$ cat config.mk
export PLATFORM = sky130hd
export DESIGN_NAME = varint_stream_decoder_unit
export DESIGN_NICKNAME = d
export VERILOG_FILES = /design/src/rtl/core/vsd_pkg.sv /design/src/rtl/core/vsd_in_stage.sv /design/src/rtl/core/vsd_core.sv /design/src/rtl/core/vsd_out_stage.sv /design/src/rtl/core/varint_stream_decoder_unit.sv
export SDC_FILE = /design/constraint.sdc
export NUM_CORES = 1
export LEC_CHECK = 0
export BUFFER_PORTS_ARGS = -buffer_cell sky130_fd_sc_hd__buf_2
export CORE_ASPECT_RATIO = 1.4
export CORE_MARGIN = 4
export CORE_UTILIZATION = 45
export CTS_BUF_LIST = sky130_fd_sc_hd__clkbuf_16
export DETAILED_ROUTE_END_ITERATION = 6
export PLACE_DENSITY = 0.66
export SYNTH_ARGS = -nofsm -noshare
export SYNTH_HDL_FRONTEND = slang
export SYNTH_HIERARCHICAL = 1
export SYNTH_SLANG_ARGS = --single-unit
$ cat constraint.sdc
create_clock -name i_clk -period 4.8 [get_ports i_clk]
set_input_delay 0.24 -clock i_clk [delete_from_list [all_inputs] [get_ports i_clk]]
set_output_delay 0.24 -clock i_clk [all_outputs]
set_load 0.03 [all_outputs]
$ cat src/rtl/core/vsd_pkg.sv
`timescale 1ns / 1ps
`default_nettype none
// ----------------------------------------------------------------------------
// vsd_pkg
// Shared types and constants of the varint stream decoder.
// ----------------------------------------------------------------------------
package vsd_pkg;

    localparam int unsigned MAX_BYTES   = 10;
    localparam int unsigned VALUE_W     = 64;
    localparam int unsigned COUNT_W     = 4;
    localparam int unsigned SHIFT_W     = 6;
    localparam int unsigned OUT_DATA_W  = 72;

    typedef enum logic [1:0] {
        ST_OK         = 2'd0,
        ST_INCOMPLETE = 2'd1,
        ST_OVERLONG   = 2'd2
    } t_status;

    typedef struct packed {
        logic [7:0] data_byte;
        logic       buffer_end;
    } t_in_beat;

    typedef struct packed {
        logic [VALUE_W-1:0] value;
        logic [COUNT_W-1:0] length;
        t_status            status;
    } t_result;

    // (v >> 1) ^ -(v & 1)
    function automatic logic [VALUE_W-1:0] zigzag_decode(input logic [VALUE_W-1:0] v);
        return {1'b0, v[VALUE_W-1:1]} ^ {VALUE_W{v[0]}};
    endfunction

endpackage
`default_nettype wire

$ cat src/rtl/core/vsd_in_stage.sv
`timescale 1ns / 1ps
`default_nettype none
// ----------------------------------------------------------------------------
// vsd_in_stage
// Input register: holds one byte beat until the decode stage takes it.
// ----------------------------------------------------------------------------
module vsd_in_stage (
    input  wire logic              i_clk,
    input  wire logic              i_rst_n,
    input  wire logic              i_valid,
    input  wire vsd_pkg::t_in_beat i_beat,
    output logic                   o_ready,
    input  wire logic              i_take,
    output logic                   o_valid,
    output vsd_pkg::t_in_beat      o_beat
);
    import vsd_pkg::*;

    logic     r_valid;
    t_in_beat r_beat;

    assign o_ready = !r_valid || i_take;
    assign o_valid = r_valid;
    assign o_beat  = r_beat;

    always_ff @(posedge i_clk) begin
        if (!i_rst_n) begin
            r_valid <= 1'b0;
        end else if (o_ready) begin
            r_valid <= i_valid;
        end
    end

    always_ff @(posedge i_clk) begin
        if (o_ready && i_valid) begin
            r_beat <= i_beat;
        end
    end

endmodule
`default_nettype wire

$ cat src/rtl/core/vsd_core.sv
`timescale 1ns / 1ps
`default_nettype none
// ----------------------------------------------------------------------------
// vsd_core
// Accumulator and byte count with the per-byte decode and result selection.
// ----------------------------------------------------------------------------
module vsd_core (
    input  wire logic              i_clk,
    input  wire logic              i_rst_n,
    input  wire logic              i_fire,
    input  wire vsd_pkg::t_in_beat i_beat,
    input  wire logic              i_signed_mode,
    output logic                   o_emit,
    output vsd_pkg::t_result       o_result
);
    import vsd_pkg::*;

    logic [VALUE_W-1:0] r_acc;
    logic [COUNT_W-1:0] r_count;
    logic [VALUE_W-1:0] n_acc;
    logic [COUNT_W-1:0] n_count;
    logic [SHIFT_W-1:0] shift;
    logic [COUNT_W+2:0] shift_full;
    logic [VALUE_W-1:0] finished;
    logic               is_term;
    logic               is_overlong;

    // 7 * count, count stays below MAX_BYTES so it fits in six bits
    assign shift_full = {r_count, 3'b000} - {3'b000, r_count};
    assign shift      = shift_full[SHIFT_W-1:0];

    assign n_acc       = r_acc | ({{(VALUE_W-7){1'b0}}, i_beat.data_byte[6:0]} << shift);
    assign n_count     = r_count + COUNT_W'(1);
    assign is_term     = !i_beat.data_byte[7];
    assign is_overlong = n_count >= COUNT_W'(MAX_BYTES);
    assign finished    = i_signed_mode ? zigzag_decode(n_acc) : n_acc;

    always_comb begin
        o_emit          = 1'b1;
        o_result.value  = finished;
        o_result.length = n_count;
        o_result.status = ST_OK;
        if (is_term) begin
            o_result.status = ST_OK;
        end else if (is_overlong) begin
            o_result.length = COUNT_W'(MAX_BYTES);
            o_result.status = ST_OVERLONG;
        end else if (i_beat.buffer_end) begin
            o_result.length = '0;
            o_result.status = ST_INCOMPLETE;
        end else begin
            o_emit = 1'b0;
        end
    end

    always_ff @(posedge i_clk) begin
        if (!i_rst_n) begin
            r_acc   <= '0;
            r_count <= '0;
        end else if (i_fire) begin
            if (o_emit) begin
                r_acc   <= '0;
                r_count <= '0;
            end else begin
                r_acc   <= n_acc;
                r_count <= n_count;
            end
        end
    end

endmodule
`default_nettype wire

$ cat src/rtl/core/vsd_out_stage.sv
`timescale 1ns / 1ps
`default_nettype none
// ----------------------------------------------------------------------------
// vsd_out_stage
// Result register on the master side; frees itself when its beat is taken.
// ----------------------------------------------------------------------------
module vsd_out_stage (
    input  wire logic             i_clk,
    input  wire logic             i_rst_n,
    input  wire logic             i_load,
    input  wire vsd_pkg::t_result i_result,
    input  wire logic             i_ready,
    output logic                  o_free,
    output logic                  o_valid,
    output vsd_pkg::t_result      o_result
);
    import vsd_pkg::*;

    logic    r_valid;
    t_result r_result;

    assign o_free   = !r_valid || i_ready;
    assign o_valid  = r_valid;
    assign o_result = r_result;

    always_ff @(posedge i_clk) begin
        if (!i_rst_n) begin
            r_valid <= 1'b0;
        end else if (o_free) begin
            r_valid <= i_load;
        end
    end

    always_ff @(posedge i_clk) begin
        if (i_load) begin
            r_result <= i_result;
        end
    end

endmodule
`default_nettype wire

$ cat src/rtl/core/varint_stream_decoder_unit.sv
`timescale 1ns / 1ps
`default_nettype none
// ----------------------------------------------------------------------------
// varint_stream_decoder_unit
// LEB128 varint decoder taking one encoded byte per beat.
// ----------------------------------------------------------------------------
// Usage:
//   slave side  : one encoded byte per beat, tlast marks the last byte of the
//                 buffer; a byte with bit 7 clear ends a value
//   master side : one result beat per finished value, tdata carries the value
//                 and byte count, tuser the status (ok, incomplete, overlong)
//   config      : i_cfg_data selects zigzag (signed) decoding; write it only
//                 while no byte is in flight; o_cfg_ready is always high
// Throughput is one byte per cycle unless the receiver stalls. Each byte needs
// one shift-and-or into the accumulator, done in the single decode stage between
// the input register and the result register.
// A byte accepted at the slave side is held in the input register; its result
// is then loaded into the result register, which drives the master side.
// When the receiver stalls, the result register holds its beat; the input
// register still takes one byte, and further bytes are refused only if that
// byte would produce a result while the result register is still full.
// Reset clears the accumulator, the byte count, both registers' valid flags
// and selects unsigned mode.
// ----------------------------------------------------------------------------
module varint_stream_decoder_unit (
    input  wire logic         i_clk,
    input  wire logic         i_rst_n,
    // slave side
    input  wire logic         s_axis_tvalid,
    output logic              s_axis_tready,
    input  wire logic [7:0]   s_axis_tdata,   // [7:0] data_byte
    input  wire logic         s_axis_tlast,   // buffer_end
    // master side
    output logic              m_axis_tvalid,
    input  wire logic         m_axis_tready,
    output logic [vsd_pkg::OUT_DATA_W-1:0] m_axis_tdata, // [63:0] value, [67:64] length, rest 0
    output logic [1:0]        m_axis_tuser,   // [1:0] status
    // configuration
    input  wire logic         i_cfg_valid,
    output logic              o_cfg_ready,
    input  wire logic         i_cfg_data      // [0] signed_mode
);
    import vsd_pkg::*;

    logic     r_signed_mode;
    t_in_beat s_beat;
    t_in_beat held_beat;
    logic     held_valid;
    logic     fire;
    logic     emit;
    logic     out_free;
    t_result  core_result;
    t_result  out_result;

    assign o_cfg_ready = 1'b1;

    always_ff @(posedge i_clk) begin
        if (!i_rst_n) begin
            r_signed_mode <= 1'b0;
        end else if (i_cfg_valid) begin
            r_signed_mode <= i_cfg_data;
        end
    end

    assign s_beat.data_byte  = s_axis_tdata;
    assign s_beat.buffer_end = s_axis_tlast;

    // a continuing byte never needs the result register
    assign fire = held_valid && (out_free || !emit);

    vsd_in_stage u_in (
        .i_clk   (i_clk),
        .i_rst_n (i_rst_n),
        .i_valid (s_axis_tvalid),
        .i_beat  (s_beat),
        .o_ready (s_axis_tready),
        .i_take  (fire),
        .o_valid (held_valid),
        .o_beat  (held_beat)
    );

    vsd_core u_core (
        .i_clk         (i_clk),
        .i_rst_n       (i_rst_n),
        .i_fire        (fire),
        .i_beat        (held_beat),
        .i_signed_mode (r_signed_mode),
        .o_emit        (emit),
        .o_result      (core_result)
    );

    vsd_out_stage u_out (
        .i_clk    (i_clk),
        .i_rst_n  (i_rst_n),
        .i_load   (fire && emit),
        .i_result (core_result),
        .i_ready  (m_axis_tready),
        .o_free   (out_free),
        .o_valid  (m_axis_tvalid),
        .o_result (out_result)
    );

    assign m_axis_tdata = {{(OUT_DATA_W-VALUE_W-COUNT_W){1'b0}},
                           out_result.length, out_result.value};
    assign m_axis_tuser = out_result.status;

    // assertions
    a_status_code: assert property (@(posedge i_clk) disable iff (!i_rst_n)
        m_axis_tvalid |-> (m_axis_tuser != 2'd3))
        else $error("result status code out of range");

    a_ok_length: assert property (@(posedge i_clk) disable iff (!i_rst_n)
        (m_axis_tvalid && m_axis_tuser == ST_OK) |->
        (out_result.length != '0 && out_result.length <= COUNT_W'(MAX_BYTES)))
        else $error("ok result with bad byte count");

    a_incomplete_length: assert property (@(posedge i_clk) disable iff (!i_rst_n)
        (m_axis_tvalid && m_axis_tuser == ST_INCOMPLETE) |-> (out_result.length == '0))
        else $error("incomplete result with nonzero byte count");

    a_stall_only_when_full: assert property (@(posedge i_clk) disable iff (!i_rst_n)
        !s_axis_tready |-> (held_valid && emit && m_axis_tvalid && !m_axis_tready))
        else $error("input refused without a pending result");

endmodule
`default_nettype wire
## Yosys cells after proc, flatten, opt, wreduce, memory -nomap -nowiden

Cells that the tools add are included.

- Bits in registers: 150
- Output and inout bits: 77

- Add/sub/neg operators: 2
- Magnitude comparators: 1
- Shift operators: 1
- Multiplexer cells: 9
- Bitwise logic cells: 3
- Reduce and logical (&&, ||, !) cells: 10

Operator list:

| kind | count |
|---|---|
| $mux W64 | 2 |
| $or A64 B64 Y64 | 1 |
| $shl A7 B6 Y64 | 1 |
| $xor A63 B64 Y64 | 1 |
| $mux W6 | 2 |
| $mux W4 | 2 |
| $sub A6 B4 Y6 | 1 |
| $add A4 B1 Y4 const B | 1 |
| $ge A4 B4 Y1 const B | 1 |
| $logic_and A1 B1 Y1 | 3 |
| $logic_not A1 Y1 | 3 |
| $logic_or A1 B1 Y1 | 3 |
| $mux W1 | 3 |
| $reduce_or A2 Y1 | 1 |
| $not A1 Y1 | 1 |

## Depth between registers and ports, before layout

Gate-level depths: netlist of the first run.

- Depth in word-level cells: 9
- Gate-level depth with buffers: 13
- Mapped depth without buffers: 9

## Hierarchy

Netlist of the first run, hierarchy kept.

Modules (own cells, without submodules):

| module | times used | cells each | area an instance (um2) |
|---|---|---|---|
| vsd_core | 1 | 638 | 5243.8 |
| vsd_out_stage | 1 | 74 | 2150.8 |
| vsd_in_stage | 1 | 14 | 327.8 |
| varint_stream_decoder_unit | 1 | 13 | 98.8 |

## Worst setup path after synthesis of the first run

OpenSTA, ideal clock, no wires.

- Kind: flip-flop to flip-flop
- Start: register u_core.r_count[1]
- End: register u_out.r_result, in the netlist u_out/o_result[0], enable pin
- Setup time: 0.437 ns
- Data arrival time: 3.261 ns
- Data required time: 4.363 ns
- Path slack: 1.102 ns
- Stages on the path, launching flop included: 9
- Buffers on the path: 2
- Clock period less this slack: 3.698 ns
- Cells stage by stage: dfxtp_1 > buf_4 > inv_1 > ha_1 > buf_4 > or3_1 > a211oi_2 > inv_1 > and3_1

- Word-level cells in the longest chain between the ends: 8

Ends and longest elaborated chain:

| item | RTL line | text |
|---|---|---|
| start: declaration | vsd_core.sv:19 | `logic [COUNT_W-1:0] r_count;` |
| start signal: assignment | vsd_core.sv:66 | `r_count <= n_count;` |
| $add A4 B1 Y4 (*) | vsd_core.sv:33 | `assign n_count = r_count + COUNT_W'(1);` |
| $ge A4 B4 Y1 (*) | vsd_core.sv:35 | `assign is_overlong = n_count >= COUNT_W'(MAX_BYTES);` |
| $mux W1 (*) | vsd_core.sv:45 | `end else if (is_overlong) begin` |
| $mux W1 (*) | vsd_core.sv:43 | `if (is_term) begin` |
| named net emit | varint_stream_decoder_unit.sv:50 | `logic emit;` |
| $logic_not A1 Y1 | varint_stream_decoder_unit.sv:69 | `assign fire = held_valid && (out_free \|\| !emit);` |
| $logic_or A1 B1 Y1 | varint_stream_decoder_unit.sv:69 |  |
| $logic_and A1 B1 Y1 | varint_stream_decoder_unit.sv:69 |  |
| $logic_and A1 B1 Y1 (*) | varint_stream_decoder_unit.sv:95 | `.i_load (fire && emit),` |
| end signal: assignment | vsd_out_stage.sv:36 | `r_result <= i_result;` |
| end: declaration | vsd_out_stage.sv:20 | `t_result r_result;` |

The timed path passes the listed nets; every way through them passes the cells marked *.
A chain may end at the register's enable or synchronous reset.

==> flow_results.xml, run 1 <==
<?xml version="1.0" encoding="UTF-8"?>
<metrics>
  <group name="clocking">
    <metric name="clk_latency" unit="ps">420</metric>
    <metric name="cts-resized-gates" unit="">0</metric>
    <metric name="cts_num_sinks" unit="">150</metric>
    <metric name="tritoncts" unit="">yes</metric>
    <metric name="clockRootBuffer" unit="">clkbuf_16</metric>
    <metric name="cts_buffer_depth" unit="">2</metric>
    <metric name="htreeDepth" unit="">4</metric>
    <metric name="clock_pin_slew_reported_for_the_worst_setup_and_hold_paths_after_clock_tree_synthesis" unit="ps">60</metric>
    <metric name="cts-buffers-inserted" unit="">17</metric>
  </group>
  <group name="worst_setup_path">
    <metric name="critical_path.reg2reg.endpoint" unit="">u_out/o_result[21]</metric>
    <metric name="endpoint_kind" unit="">flip-flop</metric>
    <metric name="reg2reg_depth" unit="">9</metric>
    <metric name="critPathRequiredTime" unit="ps">4970</metric>
    <metric name="ff2ff_setup_slack" unit="ps">810</metric>
    <metric name="path_max_fanout" unit="">40</metric>
    <metric name="criticalPathCategory" unit="">reg2reg</metric>
    <metric name="start_kind" unit="">flip-flop</metric>
    <metric name="critical_path_arrival" unit="ps">4160</metric>
    <metric name="r2r_start" unit="">u_core/r_count[1]</metric>
  </group>
  <group name="hold_path">
    <metric name="hold_class" unit="">in2reg</metric>
    <metric name="whs_endpoint" unit="">u_in/o_valid</metric>
    <metric name="min_delay_path_depth" unit="">3</metric>
    <metric name="hold_path_start" unit="">s_axis_tvalid</metric>
  </group>
  <group name="power_and_ir_drop">
    <metric name="share_clk_of_total_power" unit="">0.422</metric>
    <metric name="vdd_drop_max" unit="mV">0.197</metric>
    <metric name="static-leakage-power" unit="nW">3.48</metric>
    <metric name="p_int" unit="mW">2.54</metric>
    <metric name="power_density" unit="nW/um^2">382</metric>
    <metric name="netSwitchingPower" unit="uW">936</metric>
    <metric name="proportion_of_power_drawn_by_combinational_gates" unit="">0.162</metric>
    <metric name="sw_frac_of_total" unit="">0.269</metric>
    <metric name="power_frac_seq" unit="">0.416</metric>
  </group>
  <group name="logic_synthesis">
    <metric name="yosys_register_bits" unit="">150</metric>
    <metric name="post_synth_and_or_nand_nor_area_fraction" unit="">0.113</metric>
    <metric name="yosysWarnings" unit="">6</metric>
    <metric name="synth_adder_area_share" unit="">0.00640</metric>
    <metric name="number_of_cells_produced_by_synthesis" unit="">739</metric>
    <metric name="synth_top_flop_cell" unit="">edfxtp_1</metric>
    <metric name="post_synth_instance_area" unit="sq um">7820</metric>
    <metric name="synth_mux_area_frac" unit="">0.0925</metric>
    <metric name="synth-edff-count" unit="">79</metric>
    <metric name="synth_area_in_compound_gates" unit="">0.162</metric>
    <metric name="synth-seq-area-share" unit="">0.485</metric>
    <metric name="post_synth_xor_area_fraction" unit="">0.0785</metric>
    <metric name="async_flop_share" unit="">0</metric>
    <metric name="avgSynthCellArea" unit="sq um">10.6</metric>
    <metric name="synth_top_family_by_area" unit="">compound AO/OA/AOI/OAI gates</metric>
    <metric name="synthDistinctLibCells" unit="">66</metric>
  </group>
  <group name="global_routing">
    <metric name="grt_overflow" unit="">0</metric>
    <metric name="grt_resource_usage_total" unit="">0.212</metric>
    <metric name="global_route_wire_length_before_repair" unit="um">32200</metric>
    <metric name="grt_start_max_net_pins" unit="">54</metric>
    <metric name="antenna_found_initial" unit="">0</metric>
    <metric name="number_of_global_route_vias_before_repair" unit="">5939</metric>
  </group>
  <group name="job">
    <metric name="maxCapViolations" unit="">0</metric>
  </group>
  <group name="routing">
    <metric name="route.final.wire_length" unit="um">19900</metric>
    <metric name="post_drt_via_cell_ratio" unit="">5.52</metric>
    <metric name="dr_total_vias" unit="">5833</metric>
    <metric name="routed_wire_length_per_instance" unit="um">18.8</metric>
    <metric name="drtPass1Iterations" unit="">5</metric>
    <metric name="post-route-drc-count" unit="">0</metric>
    <metric name="route.antenna.remaining_nets" unit="">0</metric>
    <metric name="drtIter0Drc" unit="">450</metric>
  </group>
  <group name="layout">
    <metric name="count_of_fill_cells_added_during_filler_insertion" unit="">1495</metric>
    <metric name="area_used_by_multi_input_combinational_logic" unit="sq um">3570</metric>
    <metric name="fin_cells" unit="">1057</metric>
    <metric name="drive_gt1_frac" unit="">0.215</metric>
    <metric name="antenna-diode-count" unit="">0</metric>
    <metric name="finish.utilization" unit="">0.538</metric>
    <metric name="flip_flop_and_latch_area" unit="sq um">3800</metric>
    <metric name="area_added_between_synthesis_and_finish" unit="%">16.2</metric>
    <metric name="final_common_cell" unit="">a21oi_1</metric>
    <metric name="mostFrequentLayoutCells" unit="">a21oi_1 (88), buf_2 (86), edfxtp_1 (79)</metric>
    <metric name="nNetsFinal" unit="">831</metric>
  </group>
  <group name="floorplan">
    <metric name="num_rows" unit="">56</metric>
    <metric name="top_level_port_count" unit="">92</metric>
    <metric name="die-area" unit="sq um">19600</metric>
    <metric name="core" unit="sq um">16900</metric>
    <metric name="die-height" unit="um">164</metric>
    <metric name="die-width" unit="um">119</metric>
    <metric name="initial_util" unit="">0.463</metric>
  </group>
  <group name="sta">
    <metric name="worst_clock_skew" unit="ps">6.91</metric>
    <metric name="worstMarginPinSlew" unit="ps">1100</metric>
    <metric name="final-setup-viol-count" unit="">0</metric>
    <metric name="max_clock_freq" unit="GHz">0.251</metric>
    <metric name="finalCriticalPeriod" unit="ps">3990</metric>
    <metric name="rsz0062_at_grt" unit="">no</metric>
    <metric name="relSlewSlack" unit="">0.262</metric>
    <metric name="finalCritPeriodShare" unit="">0.831</metric>
    <metric name="timing.final.hold_violations" unit="">0</metric>
    <metric name="timing_max_transition_violations_final" unit="">0</metric>
    <metric name="setup_tns" unit="ps">0</metric>
  </group>
  <group name="place">
    <metric name="finalWeightedCongestion" unit="">0.915</metric>
    <metric name="buffer_ports.inserted" unit="">86</metric>
    <metric name="place_inst" unit="">1016</metric>
    <metric name="hpwl_detailed" unit="um">13900</metric>
  </group>
  <group name="status">
    <metric name="status" unit="">finished, final reports clean</metric>
  </group>
</metrics>
-- area by class of cell --
class                      count  share of cell area
sequential                   150               0.418
tap                          232              0.0319
timing repair buffer         108              0.0694
clock inverter                15              0.0245
multi-input combinational    494               0.393
clock buffer                  17              0.0468
inverter                      41              0.0169
-- sequential cells by signal, summed over array words and instances, names as in the netlist --
name and cells:
r_signed_mode 1, u_core/r_acc 64, u_core/r_count 4, u_in/o_beat 9, u_in/o_valid 1, u_out/o_result 70, u_out/o_valid 1
-- worst max path at each step --
stage	from	endpoint	slack, ps	cells past startpoint
6_report	u_core/r_count[1]	u_out/o_result[21]	810	9
3_5_place_dp	u_core/r_count[1]	u_out/o_result[21]	850	9
4_1_cts	u_core/r_count[1]	u_out/o_result[21]	820	9
5_1_grt	u_core/r_count[1]	u_out/o_result[21]	520	9
3_3_place_gp	u_core/r_count[1]	u_out/o_result[21]	1000	9
2_1_floorplan	u_core/r_count[1]	u_out/o_result[0]	1100	8
-- routing by layer --
| metal | routed length, um | track usage |
|---|---|---|
| met4 | 614 | 0.0954 |
| met3 | 1070 | 0.0389 |
| met5 | 0 | 0 |
| met2 | 10300 | 0.373 |
| met1 | 7910 | 0.251 |
-- kinds of logic (layout without fill, tap and decap cells) --
logic type,count (synthesis),count (layout)
AO/OA/AOI/OAI,192,192
AND/OR/NAND/NOR,160,160
flip-flops,150,150
buffers and inverters,98,181
XOR/XNOR,68,68
multiplexers,65,65
adder cells (fa/ha/maj),4,4
other,2,5
-- per-stage QoR --
stage	hold slack, ps	instance area [sq um]	setup WS, ps	power, mW
after detailed placement	419	8350	847	2.03
after global routing	50.4	9090	523	3.60
after floorplan	339	7830	1100	1.90
after global placement	416	8350	998	2.02
after CTS	50.0	9090	819	3.50
final	65.2	9090	812	3.48
-- critical path: stages (launching register included) --
cell and delay (ps):
dfxtp_1 720, inv_1 240, ha_1 440, nor2b_1 230, a32oi_2 320, nor2_2 140
a21oi_4 870, buf_12 350, xor2_1 110, mux2_2 280
-- timing repair --
| action | CTS | global route |
|---|---|---|
| endpoints found under the hold margin | 9 | 0 |
| setup buffers | 0 | 0 |
| hold buffers | 9 | 0 |
-- cells in the mapped netlist, drive strengths merged, types with 2 or more instances --
| library cell | count | share of area |
|---|---|---|
| a21oi | 90 | 0.059 |
| edfxtp | 79 | 0.30 |
| dfxtp | 71 | 0.18 |
| nor2 | 65 | 0.032 |
| mux2i | 52 | 0.067 |
| xnor2 | 48 | 0.054 |
| inv | 41 | 0.020 |
| o21ai | 41 | 0.027 |
| buf | 31 | 0.030 |
| clkbuf | 26 | 0.012 |
| and3 | 20 | 0.016 |
| xor2 | 20 | 0.025 |
| and2 | 13 | 0.011 |
| nand2 | 12 | 0.0067 |
| a221o | 11 | 0.014 |
| and3b | 11 | 0.012 |
| nand3 | 11 | 0.0070 |
| mux2 | 8 | 0.012 |
| a21boi | 7 | 0.0077 |
| a31oi | 7 | 0.0064 |
| nand2b | 7 | 0.0075 |
| nor2b | 6 | 0.0048 |
| o22ai | 6 | 0.0056 |
| mux4 | 5 | 0.014 |
| a21o | 4 | 0.0038 |
| a221oi | 4 | 0.0091 |
| a31o | 4 | 0.0045 |
| ha | 4 | 0.0064 |
| a211oi | 3 | 0.0048 |
| nor3b | 3 | 0.0029 |
| o211ai | 3 | 0.0029 |
| or3 | 3 | 0.0024 |
| a211o | 2 | 0.0022 |
| a22oi | 2 | 0.0019 |
| a32oi | 2 | 0.0032 |
| conb | 2 | 0.00096 |
| nand3b | 2 | 0.0019 |
| nor4bb | 2 | 0.0026 |
| o31a | 2 | 0.0022 |
-- power groups by stage --
stage | Combinational (mW) | Clock, mW | Sequential, mW
final | 0.564 | 1.47 | 1.45
after global routing | 0.610 | 1.54 | 1.45
after CTS | 0.564 | 1.49 | 1.45
after detailed placement | 0.556 | 0 | 1.47
after global placement | 0.548 | 0 | 1.47
after floorplan | 0.366 | 0 | 1.54
Note: power is estimated with default switching activity, not from simulation.
==> run 2: changes to the inputs <==
Settings changed: ABC_AREA set to 1, PLACE_DENSITY 0.66 to 0.68.
Clock period 4.8 ns to 3.53 ns, I/O delays scaled along.
==> run 2 against run 1 <==
  * Combinational power up 57%
  * Sequential share of layout area shrank 1.6 points
  * First-iteration DRC count up 100%
  * Via count is 30% higher
  * Worst hold slack worse by 49 ps
  * Flip-flop and latch count unchanged
  * Fmax increased by 32%
  * Clock skew grew 3.8 ps
  * Clock-buffer cell count unchanged
  * Clock power increased by 20%
==> flow_results.xml, run 2 <==
<?xml version="1.0" encoding="UTF-8"?>
<metrics>
  <group name="routing">
    <metric name="dr_total_vias" unit="">7606</metric>
    <metric name="routed_wire_length_per_instance" unit="um">15.6</metric>
    <metric name="post-route-drc-count" unit="">0</metric>
    <metric name="route.antenna.remaining_nets" unit="">0</metric>
    <metric name="drtPass1Iterations" unit="">6</metric>
    <metric name="post_drt_via_cell_ratio" unit="">5.34</metric>
    <metric name="route.final.wire_length" unit="um">22200</metric>
    <metric name="drtIter0Drc" unit="">921</metric>
  </group>
  <group name="global_routing">
    <metric name="number_of_global_route_vias_before_repair" unit="">6853</metric>
    <metric name="grt_start_max_net_pins" unit="">63</metric>
    <metric name="grt_overflow" unit="">0</metric>
    <metric name="grt.met1_usage" unit="">0.292</metric>
    <metric name="met2_usage" unit="">0.366</metric>
    <metric name="grt_resource_usage_total" unit="">0.222</metric>
    <metric name="global_route_wire_length_before_repair" unit="um">36100</metric>
    <metric name="gr-max-usage-layer" unit="">met2</metric>
    <metric name="antenna_found_initial" unit="">0</metric>
    <metric name="grt_use_met3" unit="">0.0390</metric>
  </group>
  <group name="worst_setup_path">
    <metric name="path_max_fanout" unit="">56</metric>
    <metric name="criticalPathCategory" unit="">reg2reg</metric>
    <metric name="critPathRequiredTime" unit="ps">3870</metric>
    <metric name="endpoint_kind" unit="">flip-flop</metric>
    <metric name="start_kind" unit="">flip-flop</metric>
    <metric name="critical_path_arrival" unit="ps">3360</metric>
  </group>
  <group name="sta">
    <metric name="worst_clock_skew" unit="ps">10.7</metric>
    <metric name="relSlewSlack" unit="">0.318</metric>
    <metric name="timing.final.hold_violations" unit="">0</metric>
    <metric name="max_clock_freq" unit="GHz">0.331</metric>
    <metric name="finalCritPeriodShare" unit="">0.856</metric>
    <metric name="finalCriticalPeriod" unit="ps">3020</metric>
    <metric name="final.setup.worst_slack" unit="ps">508</metric>
    <metric name="final-setup-viol-count" unit="">0</metric>
    <metric name="rsz0062_at_grt" unit="">no</metric>
    <metric name="timing_max_transition_violations_final" unit="">0</metric>
    <metric name="worstMarginPinSlew" unit="ps">1020</metric>
    <metric name="setup_tns" unit="ps">0</metric>
  </group>
  <group name="logic_synthesis">
    <metric name="synth-edff-count" unit="">79</metric>
    <metric name="number_of_cells_produced_by_synthesis" unit="">1108</metric>
    <metric name="synth_top_flop_cell" unit="">edfxtp_1</metric>
    <metric name="post_synth_instance_area" unit="sq um">8250</metric>
    <metric name="yosys_register_bits" unit="">150</metric>
    <metric name="async_flop_share" unit="">0</metric>
    <metric name="yosys.area.top_type" unit="">edfxtp_1</metric>
    <metric name="yosysWarnings" unit="">6</metric>
    <metric name="synthDistinctLibCells" unit="">36</metric>
    <metric name="synth-seq-area-share" unit="">0.460</metric>
    <metric name="synth_most_common_cell" unit="">nand2_1</metric>
    <metric name="ranking_of_synthesized_cells_by_instance_count" unit="">nand2_1 (365), nand3_1 (157), inv_1 (111)</metric>
    <metric name="synth.area.top_cells" unit="">edfxtp_1 (29%), dfxtp_1 (17%), nand2_1 (17%)</metric>
    <metric name="avgSynthCellArea" unit="sq um">7.44</metric>
    <metric name="fraction_of_synthesized_cell_area_taken_by_the_top_area_cell_type" unit="">0.288</metric>
  </group>
  <group name="clocking">
    <metric name="htreeDepth" unit="">4</metric>
    <metric name="cts-resized-gates" unit="">0</metric>
    <metric name="clk_latency" unit="ps">430</metric>
    <metric name="cts-buffers-inserted" unit="">17</metric>
    <metric name="cts_buffer_depth" unit="">2</metric>
    <metric name="clock_pin_slew_reported_for_the_worst_setup_and_hold_paths_after_clock_tree_synthesis" unit="ps">60</metric>
    <metric name="clockRootBuffer" unit="">clkbuf_16</metric>
    <metric name="cts_num_sinks" unit="">150</metric>
    <metric name="tritoncts" unit="">yes</metric>
    <metric name="postCtsSetupRepairBufs" unit="">0</metric>
  </group>
  <group name="layout">
    <metric name="finish.utilization" unit="">0.525</metric>
    <metric name="largest_reg_flops" unit="">70</metric>
    <metric name="nNetsFinal" unit="">1191</metric>
    <metric name="fin_cells" unit="">1424</metric>
    <metric name="count_of_fill_cells_added_during_filler_insertion" unit="">1810</metric>
    <metric name="final_common_cell" unit="">nand2_1</metric>
    <metric name="mostFrequentLayoutCells" unit="">nand2_1 (365), nand3_1 (157), inv_1 (112)</metric>
    <metric name="antenna-diode-count" unit="">0</metric>
    <metric name="area_added_between_synthesis_and_finish" unit="%">14.6</metric>
    <metric name="drive_gt1_frac" unit="">0.144</metric>
  </group>
  <group name="floorplan">
    <metric name="initial_util" unit="">0.458</metric>
    <metric name="die-area" unit="sq um">20600</metric>
    <metric name="die-width" unit="um">122</metric>
    <metric name="core" unit="sq um">18000</metric>
    <metric name="top_level_port_count" unit="">92</metric>
    <metric name="num_rows" unit="">58</metric>
    <metric name="die-height" unit="um">168</metric>
  </group>
  <group name="place">
    <metric name="placement.setup.worst_slack" unit="ps">572</metric>
    <metric name="hpwl_detailed" unit="um">14700</metric>
    <metric name="place_inst" unit="">1383</metric>
    <metric name="finalWeightedCongestion" unit="">0.919</metric>
    <metric name="buffer_ports.inserted" unit="">86</metric>
  </group>
  <group name="status">
    <metric name="status" unit="">finished, final reports clean</metric>
  </group>
  <group name="power_and_ir_drop">
    <metric name="vdd_drop_max" unit="mV">0.240</metric>
    <metric name="static-leakage-power" unit="nW">4.64</metric>
    <metric name="power_density" unit="nW/um^2">488</metric>
    <metric name="report.power.total" unit="mW">4.61</metric>
  </group>
  <group name="job">
    <metric name="maxCapViolations" unit="">0</metric>
  </group>
  <group name="hold_path">
    <metric name="hold_class" unit="">in2reg</metric>
  </group>
</metrics>
-- run 2: logic make-up after synthesis --
kind of cell               share of synthesized area
and+or+nand+nor                                0.364
adders and majority gates                    0.00607
other                                       0.000911
AOI/OAI and AO/OA                             0.0646
xor gates and xnor gates                     0.00425
DFF                                            0.460
buffers and inverters                          0.100
-- run 2: cell type report --
type | count | area [sq um] | share of cell area
multi-input combinational | 768 | 3640 | 0.385
clock inverter | 14 | 145 | 0.0154
tap | 240 | 300 | 0.0318
inverter | 119 | 448 | 0.0474
clock buffer | 17 | 425 | 0.0450
timing repair buffer | 116 | 693 | 0.0734
sequential | 150 | 3790 | 0.402
-- run 2: path summary, 6_finish.rpt --
path,from,endpoint,slack [ps],cells after the start
max,u_core/r_count[1],u_core/r_acc[33],510,11
min,s_axis_tvalid,u_in/o_valid,20,3
max reg2reg,u_core/r_count[1],u_core/r_acc[33],510,11
min reg2reg,u_core/r_acc[34],u_core/r_acc[34],460,2
-- run 2: what timing repair did --
| item | CTS | global route |
|---|---|---|
| hold buffers | 10 | 0 |
| endpoints found under the hold margin | 10 | 0 |
| setup endpoints to repair | 0 | 0 |
-- run 2: routing by layer --
layer,share of wire,wire (um)
met1,0.43,9480
met2,0.49,10900
met3,0.057,1270
met4,0.022,485
met5,0,0
-- run 2: stage by stage --
step / cell area [sq um] / hold WS, ps
after CTS: 9450 / 1.89
after global placement: 8780 / 354
after floorplan: 8260 / 275
final: 9450 / 15.8
after global routing: 9450 / 22.0
after detailed placement: 8780 / 355
-- run 2: worst max-delay path: stages, from the launching register on --
cell and delay, ps:
dfxtp_1 500, inv_1 160, ha_1 310, or2_2 300
o21ai_2 170, nand3_1 180, a21boi_2 260, nand4_1 110
buf_4 310, inv_2 300, o21ai_0 140, a21oi_1 140
-- run 2: power by group --
part	switching [mW]	internal, mW
clock network	0.686	1.09
registers	0.0190	1.93
logic	0.656	0.227
==> run 3: changes to the inputs <==
Settings changed: PLACE_DENSITY 0.68 to 0.69, SYNTH_HIERARCHICAL 1 to not set.
==> run 3 against run 2 <==
  * Power is 2.4% lower
  * Cell area is 2.5% lower
  * Die area decreased by 3.1%
  * Global-route usage increased by 0.13 points
  * Non-clock buffer count is 3 lower
  * Clock skew down 1.2 ps
  * Combinational power decreased by 16%
  * Setup slack worse by 20 ps
  * Area after synthesis decreased by 3.3%
  * Register-to-register slack lost 20 ps
  * Clock-buffer cell count unchanged
  * Fmax is 0.66% lower
  * Largest power group unchanged
==> flow_results.xml, run 3 <==
<?xml version="1.0" encoding="UTF-8"?>
<metrics>
  <group name="logic_synthesis">
    <metric name="yosys.area.top_type" unit="">edfxtp_1</metric>
    <metric name="number_of_cells_produced_by_synthesis" unit="">1092</metric>
    <metric name="ranking_of_synthesized_cells_by_instance_count" unit="">nand2_1 (366), nand3_1 (151), nor2_1 (100)</metric>
    <metric name="post_synth_xor_area_fraction" unit="">0.00439</metric>
    <metric name="synth_adder_area_share" unit="">0.00628</metric>
    <metric name="synth-seq-area-share" unit="">0.476</metric>
    <metric name="synthDistinctLibCells" unit="">30</metric>
    <metric name="synth-edff-count" unit="">79</metric>
    <metric name="yosys_register_bits" unit="">150</metric>
    <metric name="avgSynthCellArea" unit="sq um">7.30</metric>
    <metric name="fraction_of_synthesized_cell_area_taken_by_the_top_area_cell_type" unit="">0.298</metric>
    <metric name="post_synth_instance_area" unit="sq um">7970</metric>
    <metric name="synth_mux_area_frac" unit="">0</metric>
    <metric name="post_synth_and_or_nand_nor_area_fraction" unit="">0.352</metric>
    <metric name="synth_top_flop_cell" unit="">edfxtp_1</metric>
    <metric name="synth_most_common_cell" unit="">nand2_1</metric>
    <metric name="synth_area_in_compound_gates" unit="">0.0677</metric>
    <metric name="synth.area.top_cells" unit="">edfxtp_1 (30%), dfxtp_1 (18%), nand2_1 (17%)</metric>
    <metric name="async_flop_share" unit="">0</metric>
    <metric name="synth_top_family_by_area" unit="">simple AND/OR/NAND/NOR gates</metric>
    <metric name="yosysWarnings" unit="">0</metric>
  </group>
  <group name="sta">
    <metric name="relSlewSlack" unit="">0.582</metric>
    <metric name="worst_clock_skew" unit="ps">9.50</metric>
    <metric name="max_clock_freq" unit="GHz">0.329</metric>
    <metric name="timing.final.hold_violations" unit="">0</metric>
    <metric name="hold_ws" unit="ps">37.4</metric>
    <metric name="rsz0062_at_grt" unit="">no</metric>
    <metric name="timing_max_transition_violations_final" unit="">0</metric>
    <metric name="setup_tns" unit="ps">0</metric>
    <metric name="worstMarginPinSlew" unit="ps">627</metric>
    <metric name="finalCritPeriodShare" unit="">0.862</metric>
    <metric name="finalCriticalPeriod" unit="ps">3040</metric>
    <metric name="final-setup-viol-count" unit="">0</metric>
  </group>
  <group name="clocking">
    <metric name="cts-resized-gates" unit="">0</metric>
    <metric name="clockRootBuffer" unit="">clkbuf_16</metric>
    <metric name="htreeDepth" unit="">4</metric>
    <metric name="cts-buffers-inserted" unit="">17</metric>
    <metric name="clk_latency" unit="ps">430</metric>
    <metric name="cts_num_sinks" unit="">150</metric>
    <metric name="clock_pin_slew_reported_for_the_worst_setup_and_hold_paths_after_clock_tree_synthesis" unit="ps">60</metric>
    <metric name="cts_buffer_depth" unit="">2</metric>
    <metric name="tritoncts" unit="">yes</metric>
  </group>
  <group name="hold_path">
    <metric name="hold_class" unit="">in2reg</metric>
  </group>
  <group name="floorplan">
    <metric name="initial_util" unit="">0.458</metric>
    <metric name="core" unit="sq um">17400</metric>
    <metric name="num_rows" unit="">57</metric>
    <metric name="die-width" unit="um">120</metric>
    <metric name="die-height" unit="um">165</metric>
    <metric name="die-area" unit="sq um">19900</metric>
    <metric name="top_level_port_count" unit="">92</metric>
  </group>
  <group name="routing">
    <metric name="drtIter0Drc" unit="">729</metric>
    <metric name="post-route-drc-count" unit="">0</metric>
    <metric name="dr_total_vias" unit="">7296</metric>
    <metric name="drtPass1Iterations" unit="">6</metric>
    <metric name="post_drt_via_cell_ratio" unit="">5.16</metric>
    <metric name="routed_wire_length_per_instance" unit="um">15.2</metric>
    <metric name="route.antenna.remaining_nets" unit="">0</metric>
    <metric name="route.final.wire_length" unit="um">21600</metric>
  </group>
  <group name="layout">
    <metric name="antenna-diode-count" unit="">0</metric>
    <metric name="final_area" unit="sq um">9220</metric>
    <metric name="drive_gt1_frac" unit="">0.126</metric>
    <metric name="largest_reg_flops" unit="">70</metric>
    <metric name="final_common_cell" unit="">nand2_1</metric>
    <metric name="fin_cells" unit="">1414</metric>
    <metric name="area_added_between_synthesis_and_finish" unit="%">15.6</metric>
    <metric name="mostFrequentLayoutCells" unit="">nand2_1 (366), nand3_1 (151), nor2_1 (100)</metric>
    <metric name="count_of_fill_cells_added_during_filler_insertion" unit="">1724</metric>
    <metric name="nNetsFinal" unit="">1184</metric>
  </group>
  <group name="global_routing">
    <metric name="grt_start_max_net_pins" unit="">61</metric>
    <metric name="grt_resource_usage_total" unit="">0.224</metric>
    <metric name="number_of_global_route_vias_before_repair" unit="">6589</metric>
    <metric name="global_route_wire_length_before_repair" unit="um">34600</metric>
    <metric name="grt_overflow" unit="">0</metric>
    <metric name="antenna_found_initial" unit="">0</metric>
  </group>
  <group name="worst_setup_path">
    <metric name="path_max_fanout" unit="">44</metric>
    <metric name="ff2ff_setup_slack" unit="ps">490</metric>
    <metric name="endpoint_kind" unit="">flip-flop</metric>
    <metric name="critical_path.top_delay_family" unit="">simple AND/OR/NAND/NOR gates</metric>
    <metric name="crit_path_max_incr_delay" unit="ps">500</metric>
    <metric name="critPathSlowestCell" unit="">dfxtp_1</metric>
    <metric name="cell_breakdown_of_the_critical_path" unit="">inv_2 &gt; ha_1 &gt; inv_1 &gt; nand2_1 &gt; nand2_1 &gt; nand2_1 &gt; inv_1 &gt; nand2_4 &gt; nor2_4 &gt; nand2_2 &gt; nand2_2 &gt; buf_4 &gt; nand2_1 &gt; nand3_1 &gt; o21ai_0</metric>
    <metric name="critical_path.most_common_cell" unit="">nand2_1</metric>
    <metric name="criticalPathCategory" unit="">reg2reg</metric>
    <metric name="critical_path_arrival" unit="ps">3190</metric>
    <metric name="start_kind" unit="">flip-flop</metric>
    <metric name="critPathRequiredTime" unit="ps">3680</metric>
    <metric name="critical_path_buf_inv_count" unit="">4</metric>
  </group>
  <group name="place">
    <metric name="buffer_ports.inserted" unit="">86</metric>
    <metric name="place_inst" unit="">1370</metric>
    <metric name="hpwl_detailed" unit="um">15100</metric>
    <metric name="placedInstanceArea" unit="sq um">8510</metric>
    <metric name="finalWeightedCongestion" unit="">0.927</metric>
  </group>
  <group name="job">
    <metric name="maxCapViolations" unit="">0</metric>
  </group>
  <group name="power_and_ir_drop">
    <metric name="vdd_drop_max" unit="mV">0.312</metric>
    <metric name="static-leakage-power" unit="nW">4.18</metric>
    <metric name="power_density" unit="nW/um^2">488</metric>
    <metric name="report.power.total" unit="mW">4.50</metric>
  </group>
  <group name="status">
    <metric name="status" unit="">finished, final reports clean</metric>
  </group>
</metrics>
[run 3: layout make-up]
cell class                 instances  area, sq um  area share
clock buffer                      17          425      0.0462
timing repair buffer             113          701      0.0760
clock inverter                    15          160      0.0174
sequential                       150         3790       0.412
multi-input combinational        779         3450       0.374
tap                              236          295      0.0320
inverter                         104          390      0.0424
[run 3: power breakdown]
part	leakage [nW]	internal (mW)	switching [mW]	total, mW
clock network	0.283	1.10	0.715	1.81
registers	1.33	1.91	0.0234	1.94
logic	2.57	0.195	0.550	0.744
total	4.18	3.21	1.29	4.50
[run 3: path summary, 6_finish.rpt]
kind / startpoint / end / depth (start not counted)
worst max-delay path: u_core.r_count[0] / u_out.o_result[60] / 15
worst max register to register: u_core.r_count[0] / u_out.o_result[60] / 15
worst min register to register: u_core.r_acc[28] / u_core.r_acc[28] / 2
worst min-delay path: i_cfg_valid / r_signed_mode / 3
[run 3: timing repair]
action	CTS	global route
setup buffers	0	0
endpoints found under the hold margin	12	0
setup endpoints to repair	0	0
hold buffers	12	0
[run 3: cell families after synthesis]
group | count (synthesis)
adders and majority gates | 4
and+or+nand+nor | 662
DFF | 150
other | 2
AOI/OAI and AO/OA | 104
xor gates and xnor gates | 4
buffers and inverters | 166
[run 3: metrics by stage]
step | util | setup slack (ps)
after global routing | 0.530 | 158
final | 0.530 | 488
after global placement | 0.489 | 555
after detailed placement | 0.489 | 520
after CTS | 0.530 | 503
after floorplan | - | 318
[run 3: metal layers]
layer,wire [um],up-vias,part of all wire,global-route usage
li1,-,3691,-,-
met5,0,-,0,0
met2,10700,256,0.50,0.385
met4,800,0,0.037,0.102
met3,1280,54,0.059,0.0399
met1,8780,3295,0.41,0.273
[run 3: tightest hold or removal path, cell delays in order]
cell     delay, ps
buf_2           90
a21oi_1         60
nor2_1         100
